===== config.mk =====
export PLATFORM = sky130hd
export DESIGN_NAME = bankers_safety_check
export DESIGN_NICKNAME = d
export VERILOG_FILES = /design/src/rtl/bsc_pkg.sv /design/src/rtl/bsc_ctrl.sv /design/src/rtl/bsc_dp.sv /design/src/rtl/bankers_safety_check.sv
export SDC_FILE = /design/constraint.sdc
export NUM_CORES = 1
export LEC_CHECK = 0
export ABC_AREA = 1
export ABC_CLOCK_PERIOD_IN_PS = 4780
export BUFFER_PORTS_ARGS = -buffer_cell sky130_fd_sc_hd__buf_2
export CORE_MARGIN = 8
export CORE_UTILIZATION = 45
export DETAILED_ROUTE_END_ITERATION = 7
export RECOVER_POWER = 100
export SKIP_CTS_REPAIR_TIMING = 1
export SLEW_MARGIN = 10
export SYNTH_ARGS = -nofsm -noshare
export SYNTH_HDL_FRONTEND = slang
export SYNTH_SLANG_ARGS = --single-unit

===== constraint.sdc =====
create_clock -name i_clk -period 4.78 [get_ports i_clk]
set_input_delay 1.434 -clock i_clk [delete_from_list [all_inputs] [get_ports i_clk]]
set_output_delay 1.434 -clock i_clk [all_outputs]
set_load 0.02 [all_outputs]

===== src/rtl/bsc_pkg.sv =====
// ----------------------------------------------------------------------------
// bsc_pkg: shared types and constants for the banker's safety check
// Command codes, register indexes, stream field layout, sequencer states and
// the command/status bundles between controller and datapath.
// ----------------------------------------------------------------------------
package bsc_pkg;

    // stream field widths
    localparam int CMD_BITS      = 2;
    localparam int PIDX_BITS     = 3;
    localparam int RIDX_BITS     = 2;
    localparam int AMT_IN_BITS   = 8;
    localparam int PID_OUT_BITS  = 3;

    // slave tdata layout
    localparam int LD_PIDX_LSB   = 0;
    localparam int LD_RIDX_LSB   = LD_PIDX_LSB + PIDX_BITS;
    localparam int LD_AMT_LSB    = LD_RIDX_LSB + RIDX_BITS;
    localparam int S_TDATA_BITS  = 16;
    localparam int M_TDATA_BITS  = 8;

    // configuration port
    localparam int CFG_DATA_BITS = 4;
    localparam int PROC_CFG_BITS = 4;
    localparam int RES_CFG_BITS  = 3;
    localparam logic [PROC_CFG_BITS-1:0] PROC_CFG_RESET = 4'd8;
    localparam logic [RES_CFG_BITS-1:0]  RES_CFG_RESET  = 3'd4;

    // work vector
    localparam int WORK_BITS = 16;
    localparam logic [WORK_BITS-1:0] WORK_MAX = 16'hFFFF;

    typedef enum logic [CMD_BITS-1:0] {
        CMD_LOAD_AVAIL = 2'd0,
        CMD_LOAD_CLAIM = 2'd1,
        CMD_LOAD_ALLOC = 2'd2,
        CMD_RUN        = 2'd3
    } t_cmd;

    typedef enum logic [0:0] {
        CFG_PROCESSES = 1'b0,
        CFG_RESOURCES = 1'b1
    } t_cfg_idx;

    typedef enum logic [3:0] {
        S_IDLE,
        S_INIT,
        S_PROC,
        S_RD_CHK,
        S_CMP,
        S_RD_ADD,
        S_ADD,
        S_EMIT,
        S_UNSAFE
    } t_state;

    typedef struct packed {
        logic load_avail;
        logic load_claim;
        logic load_alloc;
        logic init;
        logic mem_rd;
        logic work_add;
        logic set_done;
        logic emit_safe;
        logic emit_unsafe;
        logic last;
    } t_dp_cmd;

    typedef struct packed {
        logic need_ok;
        logic done_p;
        logic out_free;
    } t_dp_stat;

endpackage


===== src/rtl/bsc_ctrl.sv =====
// ----------------------------------------------------------------------------
// bsc_ctrl: sequencer for the safety check
// Holds the configuration registers, the process, resource and sequence
// counters, and walks the passes over processes and resources.
// ----------------------------------------------------------------------------
module bsc_ctrl #(
    parameter int MAX_PROCESSES = 8,
    parameter int MAX_RESOURCES = 4,
    localparam int PW = (MAX_PROCESSES > 1) ? $clog2(MAX_PROCESSES) : 1,
    localparam int RW = (MAX_RESOURCES > 1) ? $clog2(MAX_RESOURCES) : 1
) (
    input  logic                                i_clk,
    input  logic                                i_rst_n,
    input  logic                                i_in_valid,
    output logic                                o_in_ready,
    input  bsc_pkg::t_cmd                       i_in_cmd,
    input  logic                                i_cfg_valid,
    output logic                                o_cfg_ready,
    input  bsc_pkg::t_cfg_idx                   i_cfg_index,
    input  logic [bsc_pkg::CFG_DATA_BITS-1:0]   i_cfg_data,
    input  bsc_pkg::t_dp_stat                   i_stat,
    output bsc_pkg::t_dp_cmd                    o_cmd,
    output logic [PW-1:0]                       o_p,
    output logic [RW-1:0]                       o_r
);
    import bsc_pkg::*;

    localparam int NPW = $clog2(MAX_PROCESSES + 1);
    localparam int NRW = $clog2(MAX_RESOURCES + 1);

    t_state                   r_state, n_state;
    logic [PROC_CFG_BITS-1:0] r_proc_cfg;
    logic [RES_CFG_BITS-1:0]  r_res_cfg;
    logic [PW-1:0]            r_p;
    logic [RW-1:0]            r_r;
    logic [NPW-1:0]           r_cnt;
    logic                     r_found;

    logic [NPW-1:0] w_np;
    logic [NRW-1:0] w_nr;
    logic           w_last_p;
    logic           w_last_r;
    logic           w_last_emit;
    logic           w_accept;
    t_state         w_adv_state;
    logic           w_p_clr, w_advance, w_r_clr, w_r_inc;
    logic           w_run_clr, w_found_set, w_cnt_inc;

    // zero counts as one, larger values saturate
    always_comb begin
        if (r_proc_cfg == '0) begin
            w_np = NPW'(1);
        end else if (int'(r_proc_cfg) > MAX_PROCESSES) begin
            w_np = NPW'(MAX_PROCESSES);
        end else begin
            w_np = NPW'(r_proc_cfg);
        end
        if (r_res_cfg == '0) begin
            w_nr = NRW'(1);
        end else if (int'(r_res_cfg) > MAX_RESOURCES) begin
            w_nr = NRW'(MAX_RESOURCES);
        end else begin
            w_nr = NRW'(r_res_cfg);
        end
    end

    assign w_last_p    = (r_p == PW'(w_np - 1'b1));
    assign w_last_r    = (r_r == RW'(w_nr - 1'b1));
    assign w_last_emit = ((r_cnt + 1'b1) == w_np);
    assign o_in_ready  = (r_state == S_IDLE);
    assign o_cfg_ready = 1'b1;
    assign w_accept    = i_in_valid && o_in_ready;
    assign w_adv_state = (w_last_p && !r_found) ? S_UNSAFE : S_PROC;
    assign o_p         = r_p;
    assign o_r         = r_r;

    // next state
    always_comb begin
        n_state = r_state;
        unique case (r_state)
            S_IDLE: begin
                if (w_accept && (i_in_cmd == CMD_RUN)) n_state = S_INIT;
            end
            S_INIT:   n_state = S_PROC;
            S_PROC: begin
                n_state = i_stat.done_p ? w_adv_state : S_RD_CHK;
            end
            S_RD_CHK: n_state = S_CMP;
            S_CMP: begin
                if (!i_stat.need_ok) begin
                    n_state = w_adv_state;
                end else if (w_last_r) begin
                    n_state = S_RD_ADD;
                end else begin
                    n_state = S_RD_CHK;
                end
            end
            S_RD_ADD: n_state = S_ADD;
            S_ADD: begin
                n_state = w_last_r ? S_EMIT : S_RD_ADD;
            end
            S_EMIT: begin
                if (i_stat.out_free) n_state = w_last_emit ? S_IDLE : S_PROC;
            end
            S_UNSAFE: begin
                if (i_stat.out_free) n_state = S_IDLE;
            end
            default: n_state = S_IDLE;
        endcase
    end

    // outputs and counter controls
    always_comb begin
        o_cmd       = '0;
        w_p_clr     = 1'b0;
        w_advance   = 1'b0;
        w_r_clr     = 1'b0;
        w_r_inc     = 1'b0;
        w_run_clr   = 1'b0;
        w_found_set = 1'b0;
        w_cnt_inc   = 1'b0;
        unique case (r_state)
            S_IDLE: begin
                o_cmd.load_avail = w_accept && (i_in_cmd == CMD_LOAD_AVAIL);
                o_cmd.load_claim = w_accept && (i_in_cmd == CMD_LOAD_CLAIM);
                o_cmd.load_alloc = w_accept && (i_in_cmd == CMD_LOAD_ALLOC);
            end
            S_INIT: begin
                o_cmd.init = 1'b1;
                w_p_clr    = 1'b1;
                w_r_clr    = 1'b1;
                w_run_clr  = 1'b1;
            end
            S_PROC: begin
                if (i_stat.done_p) begin
                    w_advance = 1'b1;
                end else begin
                    w_r_clr = 1'b1;
                end
            end
            S_RD_CHK: o_cmd.mem_rd = 1'b1;
            S_CMP: begin
                if (!i_stat.need_ok) begin
                    w_advance = 1'b1;
                end else if (w_last_r) begin
                    w_r_clr = 1'b1;
                end else begin
                    w_r_inc = 1'b1;
                end
            end
            S_RD_ADD: o_cmd.mem_rd = 1'b1;
            S_ADD: begin
                o_cmd.work_add = 1'b1;
                if (w_last_r) begin
                    w_r_clr = 1'b1;
                end else begin
                    w_r_inc = 1'b1;
                end
            end
            S_EMIT: begin
                if (i_stat.out_free) begin
                    o_cmd.emit_safe = 1'b1;
                    o_cmd.set_done  = 1'b1;
                    o_cmd.last      = w_last_emit;
                    w_cnt_inc       = 1'b1;
                    w_found_set     = 1'b1;
                    w_advance       = 1'b1;
                end
            end
            S_UNSAFE: begin
                o_cmd.emit_unsafe = i_stat.out_free;
            end
            default: o_cmd = '0;
        endcase
    end

    always_ff @(posedge i_clk) begin
        if (!i_rst_n) begin
            r_state    <= S_IDLE;
            r_proc_cfg <= PROC_CFG_RESET;
            r_res_cfg  <= RES_CFG_RESET;
            r_p        <= '0;
            r_r        <= '0;
            r_cnt      <= '0;
            r_found    <= 1'b0;
        end else begin
            r_state <= n_state;
            if (i_cfg_valid) begin
                unique case (i_cfg_index)
                    CFG_PROCESSES: r_proc_cfg <= i_cfg_data;
                    CFG_RESOURCES: r_res_cfg  <= i_cfg_data[RES_CFG_BITS-1:0];
                    default:       r_proc_cfg <= r_proc_cfg;
                endcase
            end
            if (w_p_clr) begin
                r_p <= '0;
            end else if (w_advance) begin
                r_p <= w_last_p ? '0 : r_p + 1'b1;
            end
            if (w_r_clr) begin
                r_r <= '0;
            end else if (w_r_inc) begin
                r_r <= r_r + 1'b1;
            end
            if (w_run_clr) begin
                r_cnt <= '0;
            end else if (w_cnt_inc) begin
                r_cnt <= r_cnt + 1'b1;
            end
            // a wrap to the first process opens a new pass
            if (w_run_clr || (w_advance && w_last_p)) begin
                r_found <= 1'b0;
            end else if (w_found_set) begin
                r_found <= 1'b1;
            end
        end
    end

    a_cnt_below_np: assert property (@(posedge i_clk) disable iff (!i_rst_n)
        (r_state != S_IDLE && r_state != S_INIT) |-> (r_cnt < w_np))
        else $error("sequence count reached process count inside a run");

    a_cmp_after_read: assert property (@(posedge i_clk) disable iff (!i_rst_n)
        (r_state == S_CMP) |-> ($past(r_state) == S_RD_CHK))
        else $error("compare without a preceding store read");

    a_add_after_read: assert property (@(posedge i_clk) disable iff (!i_rst_n)
        (r_state == S_ADD) |-> ($past(r_state) == S_RD_ADD))
        else $error("work update without a preceding store read");

endmodule


===== src/rtl/bsc_dp.sv =====
// ----------------------------------------------------------------------------
// bsc_dp: datapath for the safety check
// Available, claim and allocation stores, work vector, finished flags,
// need compare, saturating release and the result register.
// ----------------------------------------------------------------------------
module bsc_dp #(
    parameter int MAX_PROCESSES = 8,
    parameter int MAX_RESOURCES = 4,
    parameter int AMOUNT_BITS   = 8,
    localparam int PW = (MAX_PROCESSES > 1) ? $clog2(MAX_PROCESSES) : 1,
    localparam int RW = (MAX_RESOURCES > 1) ? $clog2(MAX_RESOURCES) : 1
) (
    input  logic                               i_clk,
    input  logic                               i_rst_n,
    input  bsc_pkg::t_dp_cmd                   i_cmd,
    input  logic [PW-1:0]                      i_p,
    input  logic [RW-1:0]                      i_r,
    input  logic [bsc_pkg::PIDX_BITS-1:0]      i_ld_pidx,
    input  logic [bsc_pkg::RIDX_BITS-1:0]      i_ld_ridx,
    input  logic [bsc_pkg::AMT_IN_BITS-1:0]    i_ld_amount,
    output bsc_pkg::t_dp_stat                  o_stat,
    input  logic                               i_out_ready,
    output logic                               o_out_valid,
    output logic [bsc_pkg::PID_OUT_BITS-1:0]   o_out_pid,
    output logic                               o_out_safe,
    output logic                               o_out_last
);
    import bsc_pkg::*;

    localparam int DEPTH = MAX_PROCESSES * MAX_RESOURCES;
    localparam int AW    = (DEPTH > 1) ? $clog2(DEPTH) : 1;
    localparam int CW    = (AMOUNT_BITS > WORK_BITS) ? AMOUNT_BITS : WORK_BITS;
    localparam int SW    = CW + 1;

    logic [AMOUNT_BITS-1:0]  r_avail [MAX_RESOURCES];
    logic [AMOUNT_BITS-1:0]  r_claim_mem [DEPTH];
    logic [AMOUNT_BITS-1:0]  r_alloc_mem [DEPTH];
    logic [AMOUNT_BITS-1:0]  r_claim_q;
    logic [AMOUNT_BITS-1:0]  r_alloc_q;
    logic [WORK_BITS-1:0]    r_work [MAX_RESOURCES];
    logic [MAX_PROCESSES-1:0] r_done;
    logic                    r_out_valid;
    logic [PID_OUT_BITS-1:0] r_out_pid;
    logic                    r_out_safe;
    logic                    r_out_last;

    logic [AMOUNT_BITS-1:0] w_amt;
    logic                   w_ridx_ok;
    logic                   w_pidx_ok;
    logic [AW-1:0]          w_wr_addr;
    logic [AW-1:0]          w_rd_addr;
    logic [WORK_BITS-1:0]   w_work_r;
    logic [AMOUNT_BITS-1:0] w_need;
    logic [SW-1:0]          w_sum;
    logic [WORK_BITS-1:0]   w_sum_sat;
    logic                   w_out_free;

    assign w_amt     = AMOUNT_BITS'(i_ld_amount);
    assign w_ridx_ok = (int'(i_ld_ridx) < MAX_RESOURCES);
    assign w_pidx_ok = (int'(i_ld_pidx) < MAX_PROCESSES);
    assign w_wr_addr = AW'(int'(i_ld_pidx) * MAX_RESOURCES + int'(i_ld_ridx));
    assign w_rd_addr = AW'(int'(i_p) * MAX_RESOURCES + int'(i_r));

    assign w_work_r  = r_work[i_r];
    // need clamps at zero when allocation exceeds the claim
    assign w_need    = (r_claim_q > r_alloc_q) ? (r_claim_q - r_alloc_q) : '0;
    assign w_sum     = SW'(w_work_r) + SW'(r_alloc_q);
    assign w_sum_sat = (w_sum > SW'(WORK_MAX)) ? WORK_MAX : WORK_BITS'(w_sum);

    assign w_out_free      = !r_out_valid || i_out_ready;
    assign o_stat.need_ok  = (CW'(w_need) <= CW'(w_work_r));
    assign o_stat.done_p   = r_done[i_p];
    assign o_stat.out_free = w_out_free;

    always_ff @(posedge i_clk) begin
        if (i_cmd.load_avail && w_ridx_ok) begin
            r_avail[RW'(i_ld_ridx)] <= w_amt;
        end
    end

    always_ff @(posedge i_clk) begin
        if (i_cmd.load_claim && w_ridx_ok && w_pidx_ok) begin
            r_claim_mem[w_wr_addr] <= w_amt;
        end
        if (i_cmd.mem_rd) begin
            r_claim_q <= r_claim_mem[w_rd_addr];
        end
    end

    always_ff @(posedge i_clk) begin
        if (i_cmd.load_alloc && w_ridx_ok && w_pidx_ok) begin
            r_alloc_mem[w_wr_addr] <= w_amt;
        end
        if (i_cmd.mem_rd) begin
            r_alloc_q <= r_alloc_mem[w_rd_addr];
        end
    end

    always_ff @(posedge i_clk) begin
        if (i_cmd.init) begin
            for (int i = 0; i < MAX_RESOURCES; i++) begin
                r_work[i] <= WORK_BITS'(r_avail[i]);
            end
        end else if (i_cmd.work_add) begin
            r_work[i_r] <= w_sum_sat;
        end
    end

    always_ff @(posedge i_clk) begin
        if (!i_rst_n) begin
            r_done      <= '0;
            r_out_valid <= 1'b0;
        end else begin
            if (i_cmd.init) begin
                r_done <= '0;
            end else if (i_cmd.set_done) begin
                r_done[i_p] <= 1'b1;
            end
            if (i_cmd.emit_safe || i_cmd.emit_unsafe) begin
                r_out_valid <= 1'b1;
            end else if (i_out_ready) begin
                r_out_valid <= 1'b0;
            end
        end
    end

    always_ff @(posedge i_clk) begin
        if (i_cmd.emit_safe) begin
            r_out_pid  <= PID_OUT_BITS'(i_p);
            r_out_safe <= 1'b1;
            r_out_last <= i_cmd.last;
        end else if (i_cmd.emit_unsafe) begin
            r_out_pid  <= '0;
            r_out_safe <= 1'b0;
            r_out_last <= 1'b1;
        end
    end

    assign o_out_valid = r_out_valid;
    assign o_out_pid   = r_out_pid;
    assign o_out_safe  = r_out_safe;
    assign o_out_last  = r_out_last;

    a_done_once: assert property (@(posedge i_clk) disable iff (!i_rst_n)
        i_cmd.set_done |-> !r_done[i_p])
        else $error("process finished twice in one run");

    a_emit_into_free: assert property (@(posedge i_clk) disable iff (!i_rst_n)
        (i_cmd.emit_safe || i_cmd.emit_unsafe) |-> w_out_free)
        else $error("result written over an untaken result");

endmodule


===== src/rtl/bankers_safety_check.sv =====
// ----------------------------------------------------------------------------
// bankers_safety_check: banker's algorithm safety check
// Loads available, claim and allocation elements, then on a run command
// streams the safe sequence, or an unsafe marker, one result per transfer.
//
// channel   dir  handshake                      payload
// s_axis    in   s_axis_tvalid / s_axis_tready  tdata: pidx, ridx, amount
//                                               tuser: command
// m_axis    out  m_axis_tvalid / m_axis_tready  tdata: process id
//                                               tuser: safe, tlast: last
// cfg       in   i_cfg_valid / o_cfg_ready      index, data
//
// a run holds s_axis_tready low until its last result is in the output
// register. per process visit the sequencer checks the finished flag, then
// per resource compared does a registered store read and a compare, and on a
// fit a store read and a release per resource, then an emit; a run makes up
// to np passes. reset is synchronous and clears control state; stores hold
// garbage until loaded. a full output register stalls the sequencer in its
// emit step.
// ----------------------------------------------------------------------------
module bankers_safety_check #(
    parameter int MAX_PROCESSES = 8,
    parameter int MAX_RESOURCES = 4,
    parameter int AMOUNT_BITS   = 8
) (
    input  logic                               i_clk,
    input  logic                               i_rst_n,
    input  logic                               s_axis_tvalid,
    output logic                               s_axis_tready,
    // [2:0] process_index, [4:3] resource_index, [12:5] amount
    input  logic [bsc_pkg::S_TDATA_BITS-1:0]   s_axis_tdata,
    // [1:0] command
    input  logic [bsc_pkg::CMD_BITS-1:0]       s_axis_tuser,
    output logic                               m_axis_tvalid,
    input  logic                               m_axis_tready,
    // [2:0] process_id
    output logic [bsc_pkg::M_TDATA_BITS-1:0]   m_axis_tdata,
    // [0] safe
    output logic [0:0]                         m_axis_tuser,
    output logic                               m_axis_tlast,
    input  logic                               i_cfg_valid,
    output logic                               o_cfg_ready,
    input  bsc_pkg::t_cfg_idx                  i_cfg_index,
    input  logic [bsc_pkg::CFG_DATA_BITS-1:0]  i_cfg_data
);
    import bsc_pkg::*;

    localparam int PW = (MAX_PROCESSES > 1) ? $clog2(MAX_PROCESSES) : 1;
    localparam int RW = (MAX_RESOURCES > 1) ? $clog2(MAX_RESOURCES) : 1;

    t_dp_cmd                 w_cmd;
    t_dp_stat                w_stat;
    logic [PW-1:0]           w_p;
    logic [RW-1:0]           w_r;
    logic [PID_OUT_BITS-1:0] w_pid;
    logic                    w_safe;

    bsc_ctrl #(
        .MAX_PROCESSES (MAX_PROCESSES),
        .MAX_RESOURCES (MAX_RESOURCES)
    ) u_ctrl (
        .i_clk       (i_clk),
        .i_rst_n     (i_rst_n),
        .i_in_valid  (s_axis_tvalid),
        .o_in_ready  (s_axis_tready),
        .i_in_cmd    (t_cmd'(s_axis_tuser)),
        .i_cfg_valid (i_cfg_valid),
        .o_cfg_ready (o_cfg_ready),
        .i_cfg_index (i_cfg_index),
        .i_cfg_data  (i_cfg_data),
        .i_stat      (w_stat),
        .o_cmd       (w_cmd),
        .o_p         (w_p),
        .o_r         (w_r)
    );

    bsc_dp #(
        .MAX_PROCESSES (MAX_PROCESSES),
        .MAX_RESOURCES (MAX_RESOURCES),
        .AMOUNT_BITS   (AMOUNT_BITS)
    ) u_dp (
        .i_clk       (i_clk),
        .i_rst_n     (i_rst_n),
        .i_cmd       (w_cmd),
        .i_p         (w_p),
        .i_r         (w_r),
        .i_ld_pidx   (s_axis_tdata[LD_PIDX_LSB +: PIDX_BITS]),
        .i_ld_ridx   (s_axis_tdata[LD_RIDX_LSB +: RIDX_BITS]),
        .i_ld_amount (s_axis_tdata[LD_AMT_LSB +: AMT_IN_BITS]),
        .o_stat      (w_stat),
        .i_out_ready (m_axis_tready),
        .o_out_valid (m_axis_tvalid),
        .o_out_pid   (w_pid),
        .o_out_safe  (w_safe),
        .o_out_last  (m_axis_tlast)
    );

    assign m_axis_tdata = M_TDATA_BITS'(w_pid);
    assign m_axis_tuser = w_safe;

endmodule


# After elaboration in Yosys (flattened, before gate mapping)
# Memory sizes are Yosys's and may differ from the RTL's. A register that Yosys moved wholly into a read port is not among the register bits.
# Cells that the tools add are included.
# op_classes
addsub	9
mul	0
div	0
order_cmp	7
eq_ne	17
n_shift	0
n_mux	64
n_bitwise	3
reduce_logical	27
# op_table
operator	n
4-bit case mux with 9 select lines	1
1-bit 2-to-1 mux	33
16-bit 2-to-1 mux	2
4-bit 2-to-1 mux	8
2-bit 2-to-1 mux	9
16-bit by 8-bit adder with 17-bit output	1
17-bit by 16-bit greater-than comparator with 1-bit output, second input constant	1
4-bit by 3-bit == test with 1-bit output, second input constant	4
8-bit by 16-bit <= comparator with 1-bit output	1
16-bit OR reduction	1
3-bit 2-to-1 mux	5
5-bit by 2-bit adder with 5-bit output	2
4-bit by 2-bit == test with 1-bit output, second input constant	2
8-bit greater-than comparator	1
1-bit logical AND	8
4-bit zero test	2
8-bit 2-to-1 mux	1
8-bit OR	1
2-bit OR reduction	4
8-bit subtractor	1
4-bit by 1-bit adder with 4-bit output, second input constant	1
2-bit == test, second input constant	2
4-bit by 1-bit == test with 1-bit output, second input constant	1
4-bit == test	1
27 further kinds	34
# word_totals
reg_bits	35
latch_bits	0
mem_bits_rw	608
mem_bits_ro	0
out_inout_bits	13
mem_count	4
# mem_list
name	depth	word_bits	read_ports	rd_clocked_by_memory_dff	wr	line	source
u_dp.r_alloc_mem	32	8	1	1	1	bsc_dp.sv:37	logic [AMOUNT_BITS-1:0] r_alloc_mem [DEPTH];
u_dp.r_claim_mem	32	8	1	1	1	bsc_dp.sv:36	logic [AMOUNT_BITS-1:0] r_claim_mem [DEPTH];
u_dp.r_work	4	16	1	1	4	bsc_dp.sv:40	logic [WORK_BITS-1:0] r_work [MAX_RESOURCES];
u_dp.r_avail	4	8	4	0	1	bsc_dp.sv:35	logic [AMOUNT_BITS-1:0] r_avail [MAX_RESOURCES];

# Longest topological paths before layout
# depth
ltp_word	10
mapped_depth	24

# Modules after synthesis
# Synthesis repeated with hierarchy kept, for this count alone.
# unflattened
hier_cells	2337
hier_area_um2	27891.8
# modules_own_cells
module	n_inst	cells_each	area_each_um2
bsc_dp	1	2122	26432.9
bsc_ctrl	1	209	1417.6
bankers_safety_check	1	6	41.3

# Worst setup path before layout
# OpenSTA, ideal clock, no wires.
# synth_timing
path_type	flip-flop to flip-flop
start	reg u_dp.r_alloc_q[0] (read register of u_dp.r_alloc_mem)
end	reg u_ctrl.r_p[1] (netlist: u_ctrl.o_p[1])
setup_ns	0.124
arrival_ns	3.232
slack_ns	1.424
path_stages_with_launch	24
n_path_buf	0
synth_period_minus_slack_ns	3.356
cell_sequence	edfxtp_1 -> ha_1 -> fa_1 -> o21ai_1 -> nand2_1 -> nand2_1 -> a21oi_1 -> nor2_1 -> nor2_1 -> o21bai_2 -> nand2_1 -> or2_1 -> ha_1 -> nand2_1 -> nor2_1 -> nand2_1 -> nand3_4 -> nor2_4 -> nand3_2 -> o21a_4 -> nand2_4 -> nand2_1 -> nand2_1 -> nor2_1
# synth_between
elab_chain_len	5
word_cells_on_any_way	6
# synth_lines
item	line	source
start, declared	bsc_dp.sv:39	logic [AMOUNT_BITS-1:0] r_alloc_q;
8-bit subtractor / 8-bit greater-than comparator (equally long branches)	bsc_dp.sv:66	assign w_need = (r_claim_q > r_alloc_q) ? (r_claim_q - r_alloc_q) : '0;
8-bit 2-to-1 mux *	bsc_dp.sv:66	
8-bit by 16-bit <= comparator with 1-bit output *	bsc_dp.sv:71	assign o_stat.need_ok = (CW'(w_need) <= CW'(w_work_r));
1-bit 2-to-1 mux *	bsc_ctrl.sv:143	if (!i_stat.need_ok) begin
1-bit case mux with 3 select lines *	bsc_ctrl.sv:122	unique case (r_state)
end signal, assigned	bsc_ctrl.sv:198	r_p <= w_last_p ? '0 : r_p + 1'b1;
end, declared	bsc_ctrl.sv:34	logic [PW-1:0] r_p;
# Every way passes the cells marked *; elsewhere a longest branch is shown, timed or not.
# A chain may end at the register's enable or synchronous reset.

# Worst setup path in the final report
# layout_timing
start	reg u_ctrl.r_r[1] (netlist: u_ctrl.o_r[1])
end	reg u_dp.r_claim_q[6] (read register of u_dp.r_claim_mem), data pin
# layout_between
elab_chain_len	1
# layout_lines
item	line	source
start, declared	bsc_ctrl.sv:35	logic [RW-1:0] r_r;
start signal, assigned	bsc_ctrl.sv:203	r_r <= r_r + 1'b1;
5-bit by 2-bit adder with 5-bit output	bsc_dp.sv:62	assign w_rd_addr = AW'(int'(i_p) * MAX_RESOURCES + int'(i_r));
end, declared	bsc_dp.sv:38	logic [AMOUNT_BITS-1:0] r_claim_q;
# Every way passes these cells.

==> qor.yml <==
worst_setup_path:
  start_kind: "register"
  rrSetupSlack_ps: 710
  worstPathCellList: "clkbuf_2, clkbuf_2, o21ai_0, o22ai_1, a22o_1, nor2_1, nand4_1"
  slowest_stage: "clkbuf_2"
  cp-startpoint: "u_ctrl.o_r[1]"
  required_ps: 5200
  rr_startpoint: "u_ctrl.o_r[1]"
  worstPathArrival_ps: 4490
  critPathMaxFanout: 48
  slowest_delay_ps: 980
  r2r_cells: 7
  path_class: "register to register"
  end_kind: "register"
  cp_common_cell: "clkbuf_2"
  r2r-end: "u_dp.r_claim_q[6]"
cells_and_area:
  antennaDiodeCount: 0
  fin_util_pct: 50.1
  fin_nets: 2447
  multi_input_area_sq_um: 7410
  final_cell_count_no_fill: 3276
  drive_gt1_share_pct: 7.91
  syn2layout_area_growth_pct: 10.3
  final_cell_area_sq_um: 30900
  seqCellArea_sq_um: 19500
  fill_cells: 5449
sta:
  setup_tns_ps: 0
  finClkSkew_ps: 22.7
  hold_viol_final: 0
  setup_viol: 0
  worst-slew-pin-transition_ps: 3080
  whs_ps: 457
  period_share_pct: 85.1
  period_needed_ps: 4070
  relSlewSlack_pct: -105
  fmax_mhz: 246
  finalMaxSlewViolations: 535
  finalWorstSetupSlack_ps: 710
  grt_setup_unrepaired: "no"
global_route:
  grt_pass1_wl_mm: 104
  grt_pass1_vias: 17600
  grt_use_total_pct: 19.1
  grt_max_degree: 131
  antenna_found_initial: 2
  grt_overflow_total: 0
route:
  ant_nets: 0
  met2WireLength_mm: 32.8
  drt_iter0_markers: 1576
  dr.max_layer_used: "met4"
  drcViolationCount: 0
  vias: 18100
  first_pass_iters: 5
  wl_met1_mm: 29.6
  dr_wl_met3_mm: 4.02
  wl_per_cell_microns: 20.9
  vias_per_cell: 5.53
  routed_wl_mm: 68.6
synthesis:
  synth.cell_area_sq_um: 28000
  ys.flop_type: "edfxtp_1"
  ys_warn_count: 0
  yosys.cell_types.count: 53
  ys_ff_latch: 661
  syn_avg_cell_area_sq_um: 11.8
  ys_seq_area_share_pct: 69.7
  synthArstFlopShare_pct: 0
  synthesis.instances: 2373
  synth_edf_count: 628
placement:
  post-place-ws_ps: 1050
  finalWeightedCongestion: 0.860
  placed_area_sq_um: 29000
  place_hpwl_mm: 41.9
  dp_cells: 3155
  io_buffers: 31
floorplan:
  die_area_sq_um: 70400
  die_width_microns: 265
  die_h_microns: 265
  start_util_pct: 45.4
  pin_count: 41
  rows: 91
  core_area_sq_um: 61600
power:
  ir_worst_vdd_uv: 269
  p_leak_nw: 10.6
  power.density_nw_per_um2: 378
  finalPower_mw: 11.7
hold_path:
  min_from: "u_dp.r_done[0]"
  hold_end: "u_dp.r_done[0]"
  worst_hold_path.num_cells: 2
  min-delay-path-class: "register to register"
clock_network:
  cts_tree: "done"
  cts.htree.levels: 3
  cts_sinks: 661
  clk_latency_ps: 610
  root_buffer: "clkbuf_16"
  clk_pin_slew_ps: 60
  cts-buffers-inserted: 70
  clock_path_buffers: 3
run_status:
  outcome: "finished with violations"
  violations: "capacitance limit, slew limit"
run:
  drv_cap: 13
-- how the worst max path moves through the flow --
| stage | to | cells after the start | slack, ps |
|---|---|---|---|
| floorplan | u_ctrl.o_p[1] | 23 | 1420 |
| global placement | u_ctrl.o_p[1] | 23 | 1100 |
| detailed placement | u_ctrl.o_p[1] | 23 | 1050 |
| CTS | u_ctrl.o_r[1] | 23 | 1020 |
| global route | u_ctrl.o_p[1] | 23 | 340 |
| finish | u_dp.r_claim_q[6] | 7 | 710 |
-- routing by layer --
metal	vias to the layer above	GRT usage [%]
met4	0	6.54
li1	8563	-
met3	131	3.18
met2	568	31.3
met1	8856	25.9
met5	-	0
-- cell type report --
type / count / share of cell area [%]
Clock buffer: 90 / 6.02
Clock inverter: 31 / 0.778
Inverter: 112 / 1.39
Multi-Input combinational cell: 1476 / 24.0
Sequential cell: 661 / 63.2
Tap cell: 837 / 3.39
Timing Repair Buffer: 69 / 1.22
-- worst max-delay path, delay by kind of cell, from the launching register on --
family | cells | cell delay (ps)
flip-flops | 1 | 880
AND/OR/NAND/NOR | 2 | 260
buffers and inverters | 2 | 1940
AO/OA/AOI/OAI | 3 | 750
-- cells in the mapped netlist, types with 2 or more instances --
library cell  number  area, sq um
a211oi_1           3         22.5
a21boi_1           3         22.5
a21oi_1           56          280
a221oi_1          16          140
a22o_1            31          272
a31oi_1            4         25.0
a32oi_1            7         61.3
and2_1             3         18.8
buf_2             22          110
buf_4              6         45.0
buf_6              7         78.8
clkbuf_1          92          345
clkinv_1           3         11.3
conb_1             2         7.51
dfxtp_1           33          661
edfxtp_1         628        18900
fa_1               2         40.0
ha_1              27          338
inv_1            101          379
inv_2              7         26.3
nand2_1          298         1120
nand2_2           13         81.3
nand2_4            9          101
nand3_1           66          330
nand3_2           14          140
nand3b_1           2         15.0
nand4_1           11         68.8
nor2_1           421         1580
nor2_2             4         25.0
nor2_4             8         90.1
nor3_1            17         85.1
nor3_2             2         20.0
o211ai_1           3         22.5
o21a_1             3         22.5
o21ai_0          279         1400
o21ai_2            3         26.3
o21bai_1           2         15.0
o22ai_1          129          807
or2_2              8         50.1
xnor2_1            6         52.6
xor2_1            10         87.6
-- flip-flops by register name, indices dropped and copies added, names as in the netlist, named ones only --
register / flops
u_dp.r_work: 64
u_dp.o_out_last: 1
u_dp.r_alloc_mem: 256
u_ctrl.r_state: 4
u_dp.r_claim_q: 8
u_ctrl.r_cnt: 4
u_ctrl.r_proc_cfg: 4
u_ctrl.o_r: 2
u_dp.r_alloc_q: 8
u_ctrl.o_p: 3
u_dp.o_out_valid: 1
u_ctrl.r_res_cfg: 3
u_dp.o_out_safe: 1
u_dp.o_out_pid: 3
u_dp.r_avail: 32
u_dp.r_done: 8
u_dp.r_claim_mem: 256
u_ctrl.r_found: 1
-- power breakdown --
group          switching [mW]  leakage (nW)  internal [mW]
Combinational           0.213          3.63         0.0476
Clock                    2.17          1.02           2.86
Sequential             0.0118          5.93           6.38
-- logic make-up after synthesis --
logic type / share of synthesized area [%]
AND/OR/NAND/NOR: 13.5
other: 0.0268
XOR/XNOR: 0.501
flip-flops: 69.7
buffers and inverters: 3.59
AO/OA/AOI/OAI: 11.3
adder cells (fa/ha/maj): 1.35
-- layout by cell type, fill, tap and decap left out, types with 13 or more instances in the layout --
| master | instances |
|---|---|
| nand2_1 | 302 |
| nor2_1 | 423 |
| clkbuf_1 | 52 |
| buf_2 | 14 |
| o22ai_1 | 129 |
| inv_1 | 101 |
| a21oi_1 | 56 |
| nand3_1 | 70 |
| nor3_1 | 18 |
| a22o_1 | 31 |
| dfxtp_1 | 31 |
| clkinv_2 | 13 |
| edfxtp_1 | 628 |
| buf_4 | 17 |
| o21ai_0 | 281 |
| ha_1 | 27 |
| a221oi_1 | 16 |
| clkbuf_16 | 71 |
Power figures use the tool's default switching activity.
